`src/rtl/blake2s_hash_engine_macros.svh`:
```
// assertion helpers
`ifndef BLAKE2S_HASH_ENGINE_MACROS_SVH
`define BLAKE2S_HASH_ENGINE_MACROS_SVH
`define B2S_ASSERT_IMP(lbl, pre, post) \
  lbl: assert property (@(posedge clk) disable iff (rst) (pre) |-> (post)) \
    else $error("%m: lbl");
`define B2S_ASSERT_NEXT(lbl, pre, post) \
  lbl: assert property (@(posedge clk) disable iff (rst) (pre) |=> (post)) \
    else $error("%m: lbl");
`endif

```
`src/rtl/b2s_pkg.sv`:
```
`default_nettype none
package b2s_pkg;
  localparam int ROUNDS = 10;
  localparam int RND_W = 4;

  localparam logic [0:0] REG_DLEN = 1'b0;
  localparam logic [0:0] REG_KLEN = 1'b1;

  typedef logic [31:0] word_t;

  typedef struct packed {
    logic load_iv;
    logic store_word;
    logic start;
    logic step;
    logic finish;
    logic final_blk;
    logic [5:0] param_dl;
    logic [5:0] param_kl;
  } b2s_cmd_t;

  typedef enum logic [4:0] {
    ST_IN   = 5'b00001,
    ST_INIT = 5'b00010,
    ST_RUN  = 5'b00100,
    ST_FIN  = 5'b01000,
    ST_OUT  = 5'b10000
  } b2s_state_t;

  function automatic word_t iv_word(input logic [2:0] i);
    case (i)
      3'd0: iv_word = 32'h6A09E667;
      3'd1: iv_word = 32'hBB67AE85;
      3'd2: iv_word = 32'h3C6EF372;
      3'd3: iv_word = 32'hA54FF53A;
      3'd4: iv_word = 32'h510E527F;
      3'd5: iv_word = 32'h9B05688C;
      3'd6: iv_word = 32'h1F83D9AB;
      default: iv_word = 32'h5BE0CD19;
    endcase
  endfunction

  function automatic logic [63:0] sigma_row(input logic [RND_W-1:0] r);
    case (r)
      4'd0: sigma_row = 64'hFEDCBA9876543210;
      4'd1: sigma_row = 64'h357B20C16DF984AE;
      4'd2: sigma_row = 64'h491763EADF250C8B;
      4'd3: sigma_row = 64'h8F04A562EBCD1397;
      4'd4: sigma_row = 64'hD386CB1EFA427509;
      4'd5: sigma_row = 64'h91EF57D438B0A6C2;
      4'd6: sigma_row = 64'hB8293670A4DEF15C;
      4'd7: sigma_row = 64'hA2684F05931CE7BD;
      4'd8: sigma_row = 64'h5A417D2C803B9EF6;
      default: sigma_row = 64'h0DC3E9BF5167482A;
    endcase
  endfunction

  function automatic word_t rotr(input word_t x, input int n);
    rotr = (x >> n) | (x << (32 - n));
  endfunction
endpackage
`default_nettype wire

```
`src/rtl/b2s_ctrl.sv`:
```
`default_nettype none
module b2s_ctrl
  import b2s_pkg::*;
(
  input  wire logic clk,
  input  wire logic rst,
  input  wire logic req_valid,
  output logic req_ready,
  input  wire logic message_end,
  input  wire logic [5:0] dl_cfg,
  input  wire logic [5:0] kl_cfg,
  input  wire logic out_ready,
  output logic out_valid,
  output logic out_last,
  output logic [31:0] out_mask,
  output b2s_cmd_t cmd,
  output logic [3:0] wpos,
  output logic [RND_W-1:0] rnd,
  output logic half,
  output logic [2:0] out_idx
);
`include "blake2s_hash_engine_macros.svh"
  b2s_state_t state, state_next;
  logic fresh, final_blk;
  logic [5:0] dl, kl;
  logic [2:0] last_idx;
  logic acc;
  logic [5:0] rem;

  assign dl = (dl_cfg == 6'd0) ? 6'd1 : (dl_cfg > 6'd32) ? 6'd32 : dl_cfg;
  assign kl = (kl_cfg > 6'd32) ? 6'd32 : kl_cfg;
  assign last_idx = 3'((dl - 6'd1) >> 2);
  assign rem = dl - {1'b0, out_idx, 2'b00};
  assign req_ready = (state == ST_IN);
  assign acc = req_valid && req_ready;
  assign out_valid = (state == ST_OUT);
  assign out_last = (out_idx == last_idx);
  assign out_mask = (rem >= 6'd4) ? 32'hFFFFFFFF :
                    (rem == 6'd3) ? 32'h00FFFFFF :
                    (rem == 6'd2) ? 32'h0000FFFF : 32'h000000FF;

  always_comb begin
    cmd = '0;
    cmd.param_dl = dl;
    cmd.param_kl = kl;
    cmd.final_blk = final_blk;
    cmd.load_iv = acc && fresh;
    cmd.store_word = acc;
    cmd.start = (state == ST_INIT);
    cmd.step = (state == ST_RUN);
    cmd.finish = (state == ST_FIN);
    state_next = state;
    case (state)
      ST_IN: if (acc && wpos == 4'd15) state_next = ST_INIT;
      ST_INIT: state_next = ST_RUN;
      ST_RUN: if (half && rnd == RND_W'(ROUNDS - 1)) state_next = ST_FIN;
      ST_FIN: state_next = final_blk ? ST_OUT : ST_IN;
      ST_OUT: if (out_ready && out_last) state_next = ST_IN;
      default: state_next = ST_IN;
    endcase
  end

  always_ff @(posedge clk) begin
    if (rst) begin
      state <= ST_IN;
      fresh <= 1'b1;
      wpos <= '0;
      rnd <= '0;
      half <= 1'b0;
      out_idx <= '0;
      final_blk <= 1'b0;
    end else begin
      state <= state_next;
      if (acc) begin
        fresh <= 1'b0;
        wpos <= wpos + 4'd1;
        if (wpos == 4'd15) final_blk <= message_end;
      end
      if (state == ST_INIT) begin
        rnd <= '0;
        half <= 1'b0;
      end
      if (state == ST_RUN) begin
        half <= ~half;
        if (half) rnd <= rnd + RND_W'(1);
      end
      if (state == ST_OUT && out_ready) begin
        if (out_last) begin
          out_idx <= '0;
          fresh <= 1'b1;
        end else begin
          out_idx <= out_idx + 3'd1;
        end
      end
    end
  end

  `B2S_ASSERT_IMP(a_ready_only_in, req_ready, state == ST_IN)
  `B2S_ASSERT_IMP(a_out_idx_range, out_valid, out_idx <= last_idx)
  `B2S_ASSERT_NEXT(a_block_start, acc && wpos == 4'd15, state == ST_INIT)
  `B2S_ASSERT_IMP(a_run_round, state == ST_RUN, rnd < RND_W'(ROUNDS))
endmodule
`default_nettype wire

```
`config.mk`:
```
export PLATFORM = sky130hd
export DESIGN_NAME = b2s_ctrl
export DESIGN_NICKNAME = d
export VERILOG_FILES = /design/src/rtl/b2s_pkg.sv /design/src/rtl/b2s_ctrl.sv
export VERILOG_INCLUDE_DIRS = /design/src /design/src/rtl
export SDC_FILE = /design/constraint.sdc
export NUM_CORES = 1
export LEC_CHECK = 0
export ABC_AREA = 1
export BUFFER_PORTS_ARGS = -buffer_cell sky130_fd_sc_hd__buf_2
export CORE_MARGIN = 2
export CORE_UTILIZATION = 46
export CTS_BUF_LIST = sky130_fd_sc_hd__clkbuf_16
export DETAILED_ROUTE_END_ITERATION = 16
export GPL_TIMING_DRIVEN = 0
export PLACE_DENSITY = 0.81
export SLEW_MARGIN = 25
export SYNTH_ARGS = -nofsm -noshare
export SYNTH_HDL_FRONTEND = slang
export SYNTH_SLANG_ARGS = --single-unit
```
`constraint.sdc`:
```
create_clock -name clk -period 4.1 [get_ports clk]
set_input_delay 0.82 -clock clk [delete_from_list [all_inputs] [get_ports clk]]
set_output_delay 0.82 -clock clk [all_outputs]
set_load 0.01 [all_outputs]
```
==> results of run 1 <==
final cells by class:
class	instances	share of cell area, %
clock buffers	3	3.48
plain buffers	37	12.1
multi-input cells	143	38.0
inverters	48	8.35
well taps	46	2.67
clock inverters	1	0.232
flip-flops and latches	19	17.6
repair buffers	74	17.5
power groups by stage:
stage | Clock [W] | Sequential [W] | Combinational (W)
3_5_place_dp | 0 | 0.000200 | 0.000187
6_report | 0.000197 | 0.000196 | 0.000193
5_1_grt | 0.000210 | 0.000197 | 0.000214
2_1_floorplan | 0 | 0.000201 | 0.000128
3_3_place_gp | 0 | 0.000200 | 0.000184
4_1_cts | 0.000199 | 0.000196 | 0.000188
state kept, by name (all words and copies together), names as in the netlist:
register	count
rnd	4
out_idx	3
half	1
final_blk	1
wpos	4
fresh	1
state	5
per-stage QoR:
step,instance area [sq um],TNS [ns],total power (W)
after floorplan,1630,0,0.000328
after global placement,2040,-0.551,0.000384
after detailed placement,2040,-0.759,0.000387
after CTS,2130,0,0.000583
after global routing,2160,-0.00277,0.000621
final,2160,0,0.000586
final timing paths:
| kind | startpoint | depth (start not counted) | to | slack [ns] |
|---|---|---|---|---|
| worst max-delay path | dl_cfg[2] | 14 | out_mask[13] | 0.19 |
| worst min-delay path | wpos[0]$_SDFFE_PP0P_ | 2 | wpos[0]$_SDFFE_PP0P_ | 0.50 |
| worst max register to register | state[2]$_SDFFE_PP0P_ | 8 | rnd[3]$_SDFF_PP0_ | 2.50 |
| worst min register to register | wpos[0]$_SDFFE_PP0P_ | 2 | wpos[0]$_SDFFE_PP0P_ | 0.50 |
cell usage after synthesis:
master,number
inv_1,43
o21ai_0,12
a21oi_2,1
xor2_1,3
inv_2,5
a211oi_1,1
conb_1,1
a31oi_1,1
nor3_1,1
nor3_4,1
dfxtp_1,19
clkbuf_1,3
nor3b_1,1
nand4_1,7
nor4_1,1
nor4_2,1
nor2_4,1
nand2_1,30
o211ai_1,1
o21a_1,1
o21ai_1,2
nand3_1,11
ha_1,7
nor2_2,5
fa_1,1
nor2_1,25
a21oi_1,11
nand3_2,3
nand4_2,1
o2111a_1,1
nand2_2,5
buf_4,32
buf_2,2
worst max-delay path: cells and delay by family:
family | cells | cell delay (ns)
AND/OR/NAND/NOR | 6 | 0.81
buffers and inverters | 5 | 0.62
AO/OA/AOI/OAI | 1 | 0.20
adder cells (fa/ha/maj) | 2 | 0.62
cells by family (layout without fill, tap and decap cells):
family,count (synthesis),count (layout),synth area share [%]
xor gates and xnor gates,3,3,1.64
other,1,8,0.234
and+or+nand+nor,93,93,29.3
DFF,19,19,23.7
AOI/OAI and AO/OA,31,31,10.9
adders and majority gates,8,8,6.71
buffers and inverters,85,163,27.6
timing repair:
item,CTS,global route
pin swaps,0,1
hold endpoints to repair,0,0
hold buffers,0,0
gates resized for setup,2,2
setup buffers,0,3
cloned,0,0
setup endpoints to repair,8,16
per-layer routing:
layer	GRT usage, %	share of wire [%]	up-vias
met5	0	0	-
li1	-	-	878
met1	22.4	45	737
met3	4.86	6.4	4
met2	30.6	48	62
met4	5.28	0.71	0
==> results.json, run 1 <==
{
  "status": "finished, final reports clean",
  "area_delta_synth_final_pct": 34.7,
  "setup_ws_ns": 0.189,
  "critical_path_class": "input port to output pin",
  "crit_slowest_cell": "fa_1",
  "p_int_w": 0.000413,
  "drc": 0,
  "cp.arrival_ns": 3.09,
  "hpwl_microns": 2920,
  "cap_violations": 0,
  "antenna_found_initial": 0,
  "worstMarginPinSlew_ns": 0.559,
  "pre_cts_ws_ns": -0.110,
  "hold_path.class": "register to register",
  "synth.area.top_cells": "dfxtp_1, buf_4, inv_1",
  "cp-start-kind": "input port",
  "slew_violations": 0,
  "wl_per_cell_microns": 9.53,
  "grt_overflow_total": 0,
  "fin_hold_ws_ns": 0.496,
  "combPwrFrac_pct": 32.9,
  "dieArea_sq_um": 3970,
  "nFillCells": 316,
  "pin_count": 82,
  "drive_gt1_share_pct": 42.5,
  "fin_skew_ns": 0.00476,
  "io_buffers": 71,
  "firstDrtPassIters": 4,
  "stdcell_count": 371,
  "drt_iter0_markers": 77,
  "critical_path.max_fanout": 8,
  "htree_levels": 1,
  "numCtsBuffers": 3,
  "die_w_microns": 63.0,
  "synth_top_area_share_pct": 23.7,
  "clockBufferDepth": 2,
  "yosysTopAreaCell": "dfxtp_1",
  "grt_pass1_vias": 1406,
  "path_cells": "buf_2 > nor2_2 > nand3_2 > a21oi_2 > inv_1 > ha_1 > fa_1 > nand2_1 > nor3b_2 > nand3_2 > inv_1 > nand2_1 > buf_4 > buf_2",
  "final-seq-area_sq_um": 380,
  "path_clk_slew_ns": 0.05,
  "clock-sinks": 19,
  "vias": 1681,
  "routabilityCongestion": 0.865,
  "die_y_microns": 63.0,
  "synth-seq-cells": 19,
  "p_sw_w": 0.000173,
  "multiInputGateArea_sq_um": 821,
  "syn_area_sq_um": 1600,
  "wl_microns": 3540,
  "p_per_area_nw_per_um2": 271,
  "core-area_sq_um": 3340,
  "utilization_pct": 64.7,
  "final_cell_mix": "buf_2, inv_1, buf_4",
  "hold_viol": 0,
  "fin_nets": 351,
  "fin_crit_ns": 3.91,
  "grt_usage_pct": 18.1,
  "netlist_instances": 240,
  "yosysSeqAreaShare_pct": 23.7,
  "start_util_pct": 48.0,
  "crit_required_ns": 3.28,
  "max_stage_delay_ns": 0.39,
  "via_per_inst": 4.53,
  "placed_cells": 364,
  "num_antenna_cells": 0,
  "ys_warn_count": 0,
  "synthDistinctLibCells": 33,
  "period_share_pct": 95.4,
  "worstSetupEndpointType": "output pin",
  "syn_avg_cell_area_sq_um": 6.68,
  "clock_latency_ns": 0.25,
  "sequentialPowerShare_pct": 33.5,
  "cts_tree": "done",
  "root_buffer": "clkbuf_16",
  "num_rows": 21,
  "layout_commonest_cell": "buf_2",
  "drtAntennaViolNets": 0,
  "peakVddDrop_mv": 0.251,
  "switching_share_pct": 29.6,
  "fmax_mhz": 256,
  "grt_max_degree": 12,
  "p_clk_share_pct": 33.6,
  "slew_headroom_pct": 62.4,
  "grt_pass1_wl_microns": 5960,
  "leakage_nw": 1.17,
  "setup_violations": 0
}
Power figures use the tool's default switching activity.
==> run 2: changes to the inputs <==
- CAP_MARGIN: unset -> 20
- PLACE_DENSITY: 0.81 -> unset
- PLACE_DENSITY_LB_ADDON: unset -> 0.08
==> results.json, run 2 (same netlist as run 1, synthesis figures left out) <==
{
  "layout_commonest_cell": "buf_2",
  "grt_usage_pct": 17.4,
  "wl_microns": 3440,
  "htree_levels": 1,
  "final_cell_mix": "buf_2, inv_1, buf_4",
  "clock-sinks": 19,
  "num_rows": 21,
  "drt_iter0_markers": 75,
  "routabilityCongestion": 0.758,
  "firstDrtPassIters": 4,
  "placed_cells": 364,
  "pin_count": 82,
  "r2r_slack_ns": 2.54,
  "hpwl_microns": 2780,
  "min_from": "fresh$_SDFF_PP1_",
  "area_delta_synth_final_pct": 33.4,
  "fin_crit_ns": 3.88,
  "setup_violations": 0,
  "grt_overflow_total": 0,
  "crit_path_end": "out_mask[19]",
  "clockBufferDepth": 2,
  "stdcell_count": 369,
  "drtAntennaViolNets": 0,
  "cts_tree": "done",
  "startpoint": "dl_cfg[2]",
  "fin_hold_ws_ns": 0.493,
  "largest_register": "state",
  "cp.arrival_ns": 3.06,
  "die_w_microns": 63.0,
  "final-seq-area_sq_um": 380,
  "sequentialPowerShare_pct": 33.7,
  "via_per_inst": 4.39,
  "critical_path_class": "input port to output pin",
  "drc": 0,
  "postCtsHoldBufs": 0,
  "r2r.worst_path.cells": 8,
  "hold_viol": 0,
  "clock_latency_ns": 0.25,
  "largest_reg_flops": 5,
  "fmax_mhz": 258,
  "status": "finished, final reports clean",
  "root_buffer": "clkbuf_16",
  "timing.rr.end": "rnd[3]$_SDFF_PP0_",
  "wl_per_cell_microns": 9.33,
  "fin_skew_ns": 0.00126,
  "cp-start-kind": "input port",
  "nFillCells": 324,
  "r2r-start": "state[2]$_SDFFE_PP0P_",
  "critical_path.max_fanout": 8,
  "switching_share_pct": 29.7,
  "p_clk_share_pct": 33.8,
  "io_buffers": 71,
  "combPwrFrac_pct": 32.5,
  "crit_required_ns": 3.28,
  "dieArea_sq_um": 3970,
  "worstSetupEndpointType": "output pin",
  "path_clk_slew_ns": 0.05,
  "cap_violations": 0,
  "period_share_pct": 94.6,
  "leakage_nw": 1.16,
  "antenna_found_initial": 0,
  "start_util_pct": 48.0,
  "multiInputGateArea_sq_um": 817,
  "slew_violations": 0,
  "hold_path.class": "register to register",
  "fin_nets": 349,
  "core-area_sq_um": 3340,
  "peakVddDrop_mv": 0.205,
  "drive_gt1_share_pct": 41.5,
  "grt_max_degree": 11,
  "placed_cell_area_sq_um": 2040,
  "p_sw_w": 0.000173,
  "design_area_sq_um": 2140,
  "grt_pass1_vias": 1389,
  "vias": 1620,
  "p_per_area_nw_per_um2": 272,
  "fin_setup_tns_ns": 0,
  "p_int_w": 0.000409,
  "rsz0062_at_grt": "false",
  "numCtsBuffers": 3,
  "die_y_microns": 63.0,
  "power.total_w": 0.000581,
  "num_antenna_cells": 0,
  "reg_top3": "state: 5 flops, rnd: 4 flops, wpos: 4 flops",
  "grt_pass1_wl_microns": 5810
}
[run 2: cell count changes in the layout (fill, tap and decap cells not counted), sizes merged]
cell,change
buf,-2
clkinv,-1
inv,+1
[run 2: worst min-delay path by stage]
stage	slack, ns	end	cells past startpoint
after global placement	0.48	half$_SDFFE_PP0P_	2
after global routing	0.54	state[4]$_SDFFE_PP0P_	2
after CTS	0.50	half$_SDFFE_PP0P_	2
after detailed placement	0.48	half$_SDFFE_PP0P_	2
final	0.49	fresh$_SDFF_PP1_	2
after floorplan	0.47	state[4]$_SDFFE_PP0P_	2
[run 2: what timing repair did]
action / CTS / global route
setup endpoints to repair: 8 / 16
pin swaps: 0 / 1
setup buffers: 0 / 1
resized for setup: 2 / 1
[run 2: layout make-up]
class	instances	area share, %
repair buffers	72	17.0
plain buffers	37	12.2
inverters	48	8.43
clock buffers	3	3.51
multi-input cells	143	38.2
clock inverters	1	0.176
flip-flops and latches	19	17.8
well taps	46	2.69
[run 2: power groups by stage]
stage	sequential, W	combinational, W	clock [W]
2_1_floorplan	0.000201	0.000128	0
3_3_place_gp	0.000200	0.000185	0
3_5_place_dp	0.000200	0.000187	0
4_1_cts	0.000196	0.000188	0.000198
5_1_grt	0.000197	0.000210	0.000206
6_report	0.000196	0.000189	0.000196
[run 2: critical path, stage by stage]
cell and delay (ns):
buf_2 0.12, nor2_2 0.13, nand3_2 0.12, a21oi_2 0.20, inv_1 0.07, ha_1 0.22
fa_1 0.38, nand2_1 0.07, nor3b_2 0.18, nand3_2 0.16, inv_1 0.10, o21ai_1 0.18
buf_4 0.19, buf_2 0.13
[run 2: layer usage]
layer / track usage, % / routed length (microns) / vias up
met2: 30.7 / 1560 / 54
met4: 4.17 / 17 / 0
met5: 0 / 0 / -
met3: 2.70 / 242 / 2
li1: - / - / 878
met1: 22.1 / 1630 / 686
[run 2: per-stage QoR]
stage	worst slack (ns)	util, %
floorplan	0.186	-
global placement	-0.0998	61.2
detailed placement	-0.138	61.2
CTS	0.0574	63.7
global route	0.0237	64.1
finish	0.219	64.1
==> run 3: changes to the inputs <==
- CORE_UTILIZATION: 46 -> 49
- clock period: 4.1 -> 5 ns (I/O delays scaled with it)
==> results.json, run 3 (same netlist as run 1, synthesis figures left out) <==
{
  "grt_use_met1_pct": 21.1,
  "fin_hold_ws_ns": 0.493,
  "p_sw_w": 0.000141,
  "firstDrtPassIters": 4,
  "p_int_w": 0.000334,
  "critical_path_class": "input port to output pin",
  "design_area_sq_um": 2120,
  "fin_nets": 348,
  "fin_crit_ns": 4.57,
  "crit_required_ns": 4.00,
  "sequentialPowerShare_pct": 33.8,
  "nFillCells": 298,
  "routabilityCongestion": 0.765,
  "die_y_microns": 61.2,
  "grt-busiest-layer": "met2",
  "worstMarginPinSlew_ns": 0.730,
  "die_w_microns": 61.2,
  "largest_register": "state",
  "rsz0062_at_grt": "false",
  "grt_usage_pct": 18.2,
  "grt_overflow_total": 0,
  "cap_violations": 0,
  "period_share_pct": 91.5,
  "hpwl_microns": 2750,
  "placed_cell_area_sq_um": 2040,
  "grt_pass1_wl_microns": 5210,
  "fin_skew_ns": 0.000860,
  "leakage_nw": 1.15,
  "final_cell_mix": "buf_2, inv_1, buf_4",
  "switching_share_pct": 29.7,
  "io_buffers": 71,
  "pin_count": 82,
  "clockBufferDepth": 2,
  "root_buffer": "clkbuf_16",
  "combPwrFrac_pct": 31.9,
  "p_per_area_nw_per_um2": 224,
  "layout_commonest_cell": "buf_2",
  "fin_setup_tns_ns": 0,
  "reg_top3": "state: 5 flops, rnd: 4 flops, wpos: 4 flops",
  "critical_path.max_fanout": 9,
  "post-cts-setup-buffer-count": 0,
  "postCtsHoldBufs": 0,
  "wl_per_cell_microns": 9.06,
  "peakVddDrop_mv": 0.192,
  "drc": 0,
  "clock-sinks": 19,
  "utilization_pct": 68.8,
  "area_delta_synth_final_pct": 32.2,
  "path_clk_slew_ns": 0.05,
  "r2r_slack_ns": 3.46,
  "grt_pass1_vias": 1326,
  "grtUsageMet3_pct": 2.10,
  "largest_reg_flops": 5,
  "max_stage_delay_ns": 0.38,
  "path_cells": "buf_2 > nor2_2 > nand3_2 > a21oi_2 > inv_1 > ha_1 > fa_1 > nand2_1 > nor3b_1 > nand3_1 > inv_1 > o21ai_0 > buf_4 > buf_2",
  "num_rows": 20,
  "antenna_found_initial": 0,
  "drive_gt1_share_pct": 40.7,
  "cp-start-kind": "input port",
  "clock_latency_ns": 0.25,
  "p_clk_share_pct": 34.3,
  "worstSetupEndpointType": "output pin",
  "start_util_pct": 52.1,
  "cts_resized": 0,
  "crit_slowest_cell": "fa_1",
  "drt_iter0_markers": 39,
  "grt.met2_usage_pct": 33.6,
  "num_antenna_cells": 0,
  "grt_max_degree": 11,
  "hold_viol": 0,
  "cts_tree": "done",
  "slew_headroom_pct": 50.8,
  "hold_path.class": "register to register",
  "vias": 1628,
  "htree_levels": 1,
  "via_per_inst": 4.45,
  "cp.arrival_ns": 3.57,
  "wl_microns": 3320,
  "dieArea_sq_um": 3740,
  "slew_violations": 0,
  "setup_violations": 0,
  "drtAntennaViolNets": 0,
  "fmax_mhz": 219,
  "status": "finished, final reports clean",
  "numCtsBuffers": 3,
  "core-area_sq_um": 3080
}
-- run 3: cell types whose count changed in the layout (fill, tap and decap cells not counted), sizes merged --
cell | previous run | this run
buf | 106 | 105
-- run 3: worst paths after layout --
path                                       startpoint           endpoint  cells after the start
worst max-delay path                        dl_cfg[2]       out_mask[18]                     14
worst min register to register      half$_SDFFE_PP0P_  half$_SDFFE_PP0P_                      2
worst max register to register  state[2]$_SDFFE_PP0P_  rnd[3]$_SDFF_PP0_                      8
worst min-delay path                half$_SDFFE_PP0P_  half$_SDFFE_PP0P_                      2
-- run 3: layout make-up --
cell class	count	area (sq um)	area share, %
buffer	37	262	12.3
clock buffer	3	75.1	3.54
clock inverter	1	3.75	0.177
inverter	48	180	8.51
multi-input combinational	143	807	38.1
sequential	19	380	18.0
tap	44	55.1	2.60
timing repair buffer	71	355	16.8
-- run 3: critical path: cells and delay by family --
kind	cells	cell delay, ns
and+or+nand+nor	5	0.79
buffers and inverters	5	0.71
adders and majority gates	2	0.60
AOI/OAI and AO/OA	2	0.47
-- run 3: metrics by stage --
stage	setup WS, ns	std cells	total power (W)
detailed placement	0.417	362	0.000316
global placement	0.477	362	0.000314
floorplan	0.726	247	0.000269
finish	0.426	366	0.000475
global route	0.114	366	0.000501
CTS	0.403	366	0.000478
-- run 3: power groups by stage --
stage | Combinational [W] | Clock [W] | Sequential [W]
finish | 0.000151 | 0.000163 | 0.000161
global route | 0.000170 | 0.000170 | 0.000161
CTS | 0.000153 | 0.000165 | 0.000161
detailed placement | 0.000152 | 0 | 0.000164
global placement | 0.000151 | 0 | 0.000164
floorplan | 0.000105 | 0 | 0.000165
-- run 3: layer usage --
metal | up-vias | wire (microns)
met3 | 5 | 244
met4 | 0 | 57
li1 | 873 | -
met5 | - | 0
met2 | 55 | 1490
met1 | 695 | 1520
